## src/sv/mce_pkg.sv

```systemverilog
// media clock extrapolator package: field widths, action codes and defaults
// no dependencies; imported by media_clock_extrapolator, checker and bench

package mce_pkg;

	// field widths
	localparam int TIME_W   = 48;
	localparam int SPEED_W  = 24;
	localparam int ACTION_W = 3;

	// stream payload widths, whole bytes
	localparam int IN_DATA_W  = 128;
	localparam int OUT_DATA_W = 56;

	// parameter defaults
	localparam int TIME_BITS_DEF       = 48;
	localparam int SPEED_FRAC_BITS_DEF = 16;

	// event actions, code 7 is handled as a query
	typedef enum logic [ACTION_W-1:0] {
		ACT_UPDATE_PTS = 3'd0,
		ACT_QUERY      = 3'd1,
		ACT_RESET      = 3'd2,
		ACT_RESET_TO   = 3'd3,
		ACT_PAUSE      = 3'd4,
		ACT_RESUME     = 3'd5,
		ACT_SET_SPEED  = 3'd6
	} action_t;

endpackage

```

## src/sv/media_clock_extrapolator.sv

```systemverilog
// media clock extrapolator: audio anchored media time with pause and speed control
// depends on mce_pkg
//
//  channel  | dir | payload
//  ---------+-----+------------------------------------------------------------
//  s_axis   | in  | tuser: action; tdata: now_us, pts_us, keep_paused, new_speed
//  m_axis   | out | tdata: media_time_us, anchored, is_paused
//
// one item per clock unless m_axis stalls; input register, then result register
// the clock state is updated in the cycle an item leaves the input register, so the
// next item sees it at once; the loop through the 48x24 multiply-add sets the clock
// arst_n clears the clock state (unanchored, running, speed 1.0) and both valid flags
// a stalled result holds in the result register and the next item waits in the input
// register; input is taken while the input register is empty or its item can move on

module media_clock_extrapolator
	import mce_pkg::*;
#(
	parameter int TIME_BITS       = TIME_BITS_DEF,
	parameter int SPEED_FRAC_BITS = SPEED_FRAC_BITS_DEF
) (
	input  logic                    clk,
	input  logic                    arst_n,
	input  logic                    s_axis_tvalid,
	output logic                    s_axis_tready,
	// [47:0] now_us, [95:48] pts_us, [96] keep_paused, [120:97] new_speed
	input  logic [IN_DATA_W-1:0]    s_axis_tdata,
	// [2:0] action
	input  logic [ACTION_W-1:0]     s_axis_tuser,
	output logic                    m_axis_tvalid,
	input  logic                    m_axis_tready,
	// [47:0] media_time_us, [48] anchored, [49] is_paused
	output logic [OUT_DATA_W-1:0]   m_axis_tdata
);

	localparam int PROD_W = TIME_W + SPEED_W;
	localparam int SUM_W  = PROD_W + 2;
	localparam logic [SUM_W-1:0] TIME_MAX =
		(SUM_W'(1) << TIME_BITS) - SUM_W'(1);
	localparam logic [SPEED_W-1:0] SPEED_ONE = SPEED_W'(1) << SPEED_FRAC_BITS;

	// input register
	logic                valid_s1;
	action_t             action_s1;
	logic [TIME_W-1:0]   now_s1;
	logic [TIME_W-1:0]   pts_s1;
	logic                keep_s1;
	logic [SPEED_W-1:0]  speed_s1;

	// clock state
	logic [TIME_W-1:0]   anchor_pts_q;
	logic [TIME_W-1:0]   anchor_sys_q;
	logic                anchored_q;
	logic                paused_q;
	logic [SPEED_W-1:0]  speed_q;

	// result register
	logic                out_valid_q;
	logic [TIME_W-1:0]   out_time_q;
	logic                out_anchored_q;
	logic                out_paused_q;

	logic                in_take;
	logic                advance;

	logic [TIME_W-1:0]   elapsed;
	logic [55:0]         pp_lo;
	logic [39:0]         pp_hi;
	logic [PROD_W-1:0]   prod;
	logic [PROD_W-1:0]   quot;
	logic [SUM_W-1:0]    ext_sum;
	logic [TIME_W-1:0]   run_time;
	logic [TIME_W-1:0]   hold_time;
	logic [TIME_W-1:0]   pts_sat;
	logic [TIME_W-1:0]   media_now;

	logic [TIME_W-1:0]   anchor_pts_d;
	logic [TIME_W-1:0]   anchor_sys_d;
	logic                anchored_d;
	logic                paused_d;
	logic [SPEED_W-1:0]  speed_d;
	logic [TIME_W-1:0]   result_time;

	// handshake
	assign advance       = valid_s1 && (!out_valid_q || m_axis_tready);
	assign s_axis_tready = !valid_s1 || !out_valid_q || m_axis_tready;
	assign in_take       = s_axis_tvalid && s_axis_tready;

	// input register
	always_ff @(posedge clk or negedge arst_n) begin
		if (!arst_n) begin
			valid_s1 <= 1'b0;
		end else if (s_axis_tready) begin
			valid_s1 <= s_axis_tvalid;
		end
	end

	always_ff @(posedge clk) begin
		if (in_take) begin
			action_s1 <= action_t'(s_axis_tuser);
			now_s1    <= s_axis_tdata[47:0];
			pts_s1    <= s_axis_tdata[95:48];
			keep_s1   <= s_axis_tdata[96];
			speed_s1  <= s_axis_tdata[120:97];
		end
	end

	// elapsed time since the anchor, clamped at zero
	assign elapsed = (now_s1 > anchor_sys_q) ? (now_s1 - anchor_sys_q) : '0;

	// elapsed times speed as two partial products
	assign pp_lo = elapsed[31:0] * speed_q;
	assign pp_hi = elapsed[47:32] * speed_q;
	assign prod  = PROD_W'(pp_lo) + (PROD_W'(pp_hi) << 32);
	assign quot  = prod >> SPEED_FRAC_BITS;

	// add anchor pts and saturate at the time limit
	assign ext_sum   = SUM_W'(quot) + SUM_W'(anchor_pts_q);
	assign run_time  = (ext_sum > TIME_MAX) ? TIME_MAX[TIME_W-1:0] : ext_sum[TIME_W-1:0];
	assign hold_time = (SUM_W'(anchor_pts_q) > TIME_MAX) ? TIME_MAX[TIME_W-1:0]
		: anchor_pts_q;
	assign pts_sat   = (SUM_W'(pts_s1) > TIME_MAX) ? TIME_MAX[TIME_W-1:0] : pts_s1;

	// media time at now under the current state
	assign media_now = !anchored_q ? '0 : (paused_q ? hold_time : run_time);

	// next state and result
	always_comb begin
		anchor_pts_d = anchor_pts_q;
		anchor_sys_d = anchor_sys_q;
		anchored_d   = anchored_q;
		paused_d     = paused_q;
		speed_d      = speed_q;
		result_time  = media_now;
		case (action_s1)
			ACT_UPDATE_PTS: begin
				anchor_pts_d = pts_s1;
				anchor_sys_d = now_s1;
				anchored_d   = 1'b1;
				paused_d     = 1'b0;
				result_time  = pts_sat;
			end
			ACT_RESET: begin
				anchor_pts_d = '0;
				anchor_sys_d = '0;
				anchored_d   = 1'b0;
				paused_d     = 1'b0;
				result_time  = '0;
			end
			ACT_RESET_TO: begin
				anchor_pts_d = pts_s1;
				anchor_sys_d = now_s1;
				anchored_d   = 1'b1;
				if (!keep_s1) begin
					paused_d = 1'b0;
				end
				result_time  = pts_sat;
			end
			ACT_PAUSE: begin
				if (!paused_q) begin
					anchor_pts_d = media_now;
					anchor_sys_d = now_s1;
					paused_d     = 1'b1;
				end
			end
			ACT_RESUME: begin
				if (paused_q) begin
					anchor_sys_d = now_s1;
					paused_d     = 1'b0;
				end
			end
			ACT_SET_SPEED: begin
				anchor_pts_d = media_now;
				anchor_sys_d = now_s1;
				speed_d      = speed_s1;
			end
			default: begin
			end
		endcase
	end

	// clock state
	always_ff @(posedge clk or negedge arst_n) begin
		if (!arst_n) begin
			anchor_pts_q <= '0;
			anchor_sys_q <= '0;
			anchored_q   <= 1'b0;
			paused_q     <= 1'b0;
			speed_q      <= SPEED_ONE;
		end else if (advance) begin
			anchor_pts_q <= anchor_pts_d;
			anchor_sys_q <= anchor_sys_d;
			anchored_q   <= anchored_d;
			paused_q     <= paused_d;
			speed_q      <= speed_d;
		end
	end

	// result register
	always_ff @(posedge clk or negedge arst_n) begin
		if (!arst_n) begin
			out_valid_q <= 1'b0;
		end else if (advance) begin
			out_valid_q <= 1'b1;
		end else if (m_axis_tready) begin
			out_valid_q <= 1'b0;
		end
	end

	always_ff @(posedge clk) begin
		if (advance) begin
			out_time_q     <= result_time;
			out_anchored_q <= anchored_d;
			out_paused_q   <= paused_d;
		end
	end

	assign m_axis_tvalid = out_valid_q;
	assign m_axis_tdata  = {6'd0, out_paused_q, out_anchored_q, out_time_q};

	// an unanchored clock reports zero
	a_unanchored_zero: assert property (@(posedge clk) disable iff (!arst_n)
		out_valid_q && !out_anchored_q |-> out_time_q == '0)
		else $error("unanchored clock reported nonzero media time");

	// reset clears both flags
	a_reset_clears: assert property (@(posedge clk) disable iff (!arst_n)
		advance && action_s1 == ACT_RESET |=> !anchored_q && !paused_q)
		else $error("reset action left a flag set");

	// speed only changes on set_speed
	a_speed_hold: assert property (@(posedge clk) disable iff (!arst_n)
		!(advance && action_s1 == ACT_SET_SPEED) |=> $stable(speed_q))
		else $error("speed changed without set_speed");

	// pause always leaves the clock paused
	a_pause_sets: assert property (@(posedge clk) disable iff (!arst_n)
		advance && action_s1 == ACT_PAUSE |=> paused_q)
		else $error("pause did not freeze the clock");

	// state only moves when an item moves into the result register
	a_state_quiet: assert property (@(posedge clk) disable iff (!arst_n)
		!advance |=> $stable(anchor_pts_q) && $stable(anchor_sys_q))
		else $error("anchor changed with no item in flight");

endmodule

```

## config.mk

```make
export PLATFORM = sky130hd
export DESIGN_NAME = media_clock_extrapolator
export DESIGN_NICKNAME = d
export VERILOG_FILES = /design/src/sv/mce_pkg.sv /design/src/sv/media_clock_extrapolator.sv
export SDC_FILE = /design/constraint.sdc
export NUM_CORES = 2
export LEC_CHECK = 0
export ABC_AREA = 1
export BUFFER_PORTS_ARGS = -buffer_cell sky130_fd_sc_hd__buf_2
export CORE_MARGIN = 2
export CORE_UTILIZATION = 35
export CTS_CLUSTER_DIAMETER = 150
export CTS_CLUSTER_SIZE = 10
export DETAILED_ROUTE_END_ITERATION = 10
export PLACE_DENSITY_LB_ADDON = 0.05
export REMOVE_ABC_BUFFERS = 1
export SLEW_MARGIN = 20
export SYNTH_ARGS = -nofsm -noshare
export SYNTH_HDL_FRONTEND = slang
export SYNTH_SLANG_ARGS = --single-unit
```

## constraint.sdc

```tcl
create_clock -name clk -period 19.9 [get_ports clk]
set_clock_uncertainty 0.05 [all_clocks]
set_input_delay 3.98 -clock clk [delete_from_list [all_inputs] [get_ports clk]]
set_output_delay 3.98 -clock clk [all_outputs]
set_load 0.01 [all_outputs]
```

==> results.sh <==
export IMPL_outcome="completed"
export IMPL_seq_area_um2=8330
export IMPL_timing_rr_start="now_s1[2]$_DFFE_PP_"
export IMPL_worst_ep_required_time_ns=20.18
export IMPL_tritoncts="done"
export IMPL_antenna_found_initial=3
export IMPL_drive_gt1_share_pct=5.91
export IMPL_hold_end="m_axis_tvalid$_DFFE_PN0P_"
export IMPL_dieArea_um2=164000
export IMPL_finalMaxSlewViolations=0
export IMPL_worst_slew_pin_slew_ns=1.13
export IMPL_drc=0
export IMPL_r2r_end="out_time_q[8]$_DFFE_PP_"
export IMPL_crit_top_cell="nand2_1"
export IMPL_ys_warn_count=0
export IMPL_vias=45900
export IMPL_syn_inst=7070
export IMPL_yosys_top_cells_area="fa_1 35%, inv_1 10%, nand2_1 9.8%, edfxtp_1 9.3%, ha_1 9.2%"
export IMPL_critPathLaunchType="flip-flop"
export IMPL_die_w_um=405
export IMPL_max_stage_delay_ns=0.87
export IMPL_synth_edff_count=174
export IMPL_cp_slowest_cell="o311ai_0"
export IMPL_netlist_area_um2=56400
export IMPL_grt_overflow_total=0
export IMPL_synth_cell_types=57
export IMPL_hold_violations=0
export IMPL_crit_fanout=31
export IMPL_placementRows=147
export IMPL_multi_input_area_um2=41000
export IMPL_core_area_um2=160000
export IMPL_end_kind="flip-flop"
export IMPL_clockRootBuffer="clkbuf_16"
export IMPL_area_growth_pct=7.69
export IMPL_layout_commonest_cell="inv_1"
export IMPL_cts_path_max_buffers=3
export IMPL_finalNetCount=8652
export IMPL_gp_congestion=0.893
export IMPL_ys_seq_elements=298
export IMPL_setup_viol=0
export IMPL_fp_dieH_um=405
export IMPL_detail_route_antenna_nets=0
export IMPL_worstHoldPathCells=2
export IMPL_drt_iter0_drc=2665
export IMPL_start_util_pct=35.2
export IMPL_cts_max_level=2
export IMPL_holdBufCountCts=0
export IMPL_grt_pass1_vias=49400
export IMPL_crit_type="reg2reg"
export IMPL_numClockSinks=298
export IMPL_ios=193
export IMPL_avgSynthCellArea_um2=7.98
export IMPL_rsz0062_at_grt="false"
export IMPL_maxSlewHeadroom_pct=24.3
export IMPL_period_needed_ns=16.47
export IMPL_synth_seq_area_share_pct=14.8
export IMPL_stdcell_area_um2=60700
export IMPL_viasPerCell=4.94
export IMPL_synth_top_area_share_pct=35.2
export IMPL_hold_path_class="reg2reg"
export IMPL_grt_max_degree=96
export IMPL_holdCritStartpoint="valid_s1$_DFFE_PN0N_"
export IMPL_detail_route_wl_per_cell_um=21.6
export IMPL_n_fill_cell=16900
export IMPL_tns_ns=0
export IMPL_hpwlAfterDp_um=158000
export IMPL_final_cell_mix="1570 x inv_1, 1469 x nand2_1, 991 x fa_1"
export IMPL_drv_cap=0
export IMPL_path_clk_slew_ns=0.06
export IMPL_max_freq_mhz=60.7
export IMPL_dr_pass1_iters=5
export IMPL_post_cts_resized=0
export IMPL_drt_wl_total_um=201000
export IMPL_async_reset_ff_share_pct=41.6
export IMPL_placed_area_um2=59700
export IMPL_port_buffers=179
export IMPL_cp_data_arrival_time_ns=16.75
export IMPL_synth_area_leader_cell="fa_1"
export IMPL_grt_first_pass_wirelength_um=309000
export IMPL_r2r_cells=64
export IMPL_timing_final_crit_share_pct=82.7
export IMPL_post_cts_buffers=0
export IMPL_clock_latency_ns=0.59
export IMPL_r2r_slack_ns=3.43
export IMPL_cts_buffers=35
export IMPL_synthFlopType="edfxtp_1"
export IMPL_grt_use_total_pct=25.1
-- worst max-delay path, delay by kind of cell (launching register included) --
family                   cells  cell delay (ns)
AO/OA/AOI/OAI               11             3.44
flip-flops                   1             0.42
AND/OR/NAND/NOR             29             4.46
buffers and inverters       10             1.72
adder cells (fa/ha/maj)     12             5.59
XOR/XNOR                     2             0.49
-- state kept, by name, summed over array words and instances (netlist names), 3 cells and up --
register,count
speed_s1,24
out_time_q,48
speed_q,24
pts_s1,48
anchor_sys_q,48
action_s1,3
now_s1,48
anchor_pts_q,48
-- cells in the mapped netlist (all sizes together) (81+ instances only) --
cell type and instances:
nor2 704, inv 1577, o21ai 150, nand3 348
clkbuf 228, edfxtp 174, dfrtp 123, a31oi 97
ha 413, nand2 1479, xor2 81, a21oi 389
fa 991
-- final cells by class --
| cell class | instances | area share [%] |
|---|---|---|
| flip-flops and latches | 298 | 13.7 |
| inverters | 1609 | 9.95 |
| multi-input cells | 4899 | 67.6 |
| repair buffers | 270 | 2.61 |
| well taps | 2160 | 4.45 |
| clock inverters | 2 | 0.0412 |
| diodes | 2 | 0.00824 |
| clock buffers | 61 | 1.65 |
-- metal layers --
metal  vias up  track usage (%)  share of wire (%)  wire (um)
li1      21500                -                  -          -
met1     23400             32.9                 44      88000
met2       918             44.1                 49      99100
met3       210             2.26                3.7       7510
met4         0             7.10                3.0       6000
met5         -                0                  0          0
-- kinds of logic after synthesis --
| kind of cell | after synthesis | share of synthesized area (%) |
|---|---|---|
| compound gates | 717 | 7.01 |
| flops | 298 | 14.8 |
| fa+ha+maj | 1404 | 44.3 |
| other cells | 1 | 0.00665 |
| xor+xnor | 129 | 2.03 |
| buf+inv | 1878 | 12.6 |
| simple gates | 2643 | 19.2 |
-- worst max-delay path by stage --
stage	start	endpoint	slack, ns
after floorplan	now_s1[0]$_DFFE_PP_	out_time_q[0]$_DFFE_PP_	5.94
after global placement	now_s1[2]$_DFFE_PP_	out_time_q[8]$_DFFE_PP_	3.50
after detailed placement	now_s1[2]$_DFFE_PP_	out_time_q[8]$_DFFE_PP_	3.48
after CTS	now_s1[2]$_DFFE_PP_	out_time_q[8]$_DFFE_PP_	3.43
after global routing	now_s1[2]$_DFFE_PP_	out_time_q[24]$_DFFE_PP_	2.12
final	now_s1[2]$_DFFE_PP_	out_time_q[8]$_DFFE_PP_	3.43
-- through the flow --
step	util, %	worst slack, ns	std cells	hold slack (ns)
6_report	37.9	3.43	9301	0.438
5_1_grt	37.9	2.12	9299	0.470
3_3_place_gp	37.3	3.50	9236	0.425
2_1_floorplan	-	5.94	6806	0.398
3_5_place_dp	37.3	3.48	9236	0.429
4_1_cts	37.9	3.43	9299	0.437
Power is left out: the tool's default activity adds up to more than one toggle a clock period on the data nets, which glitch-free logic cannot reach.
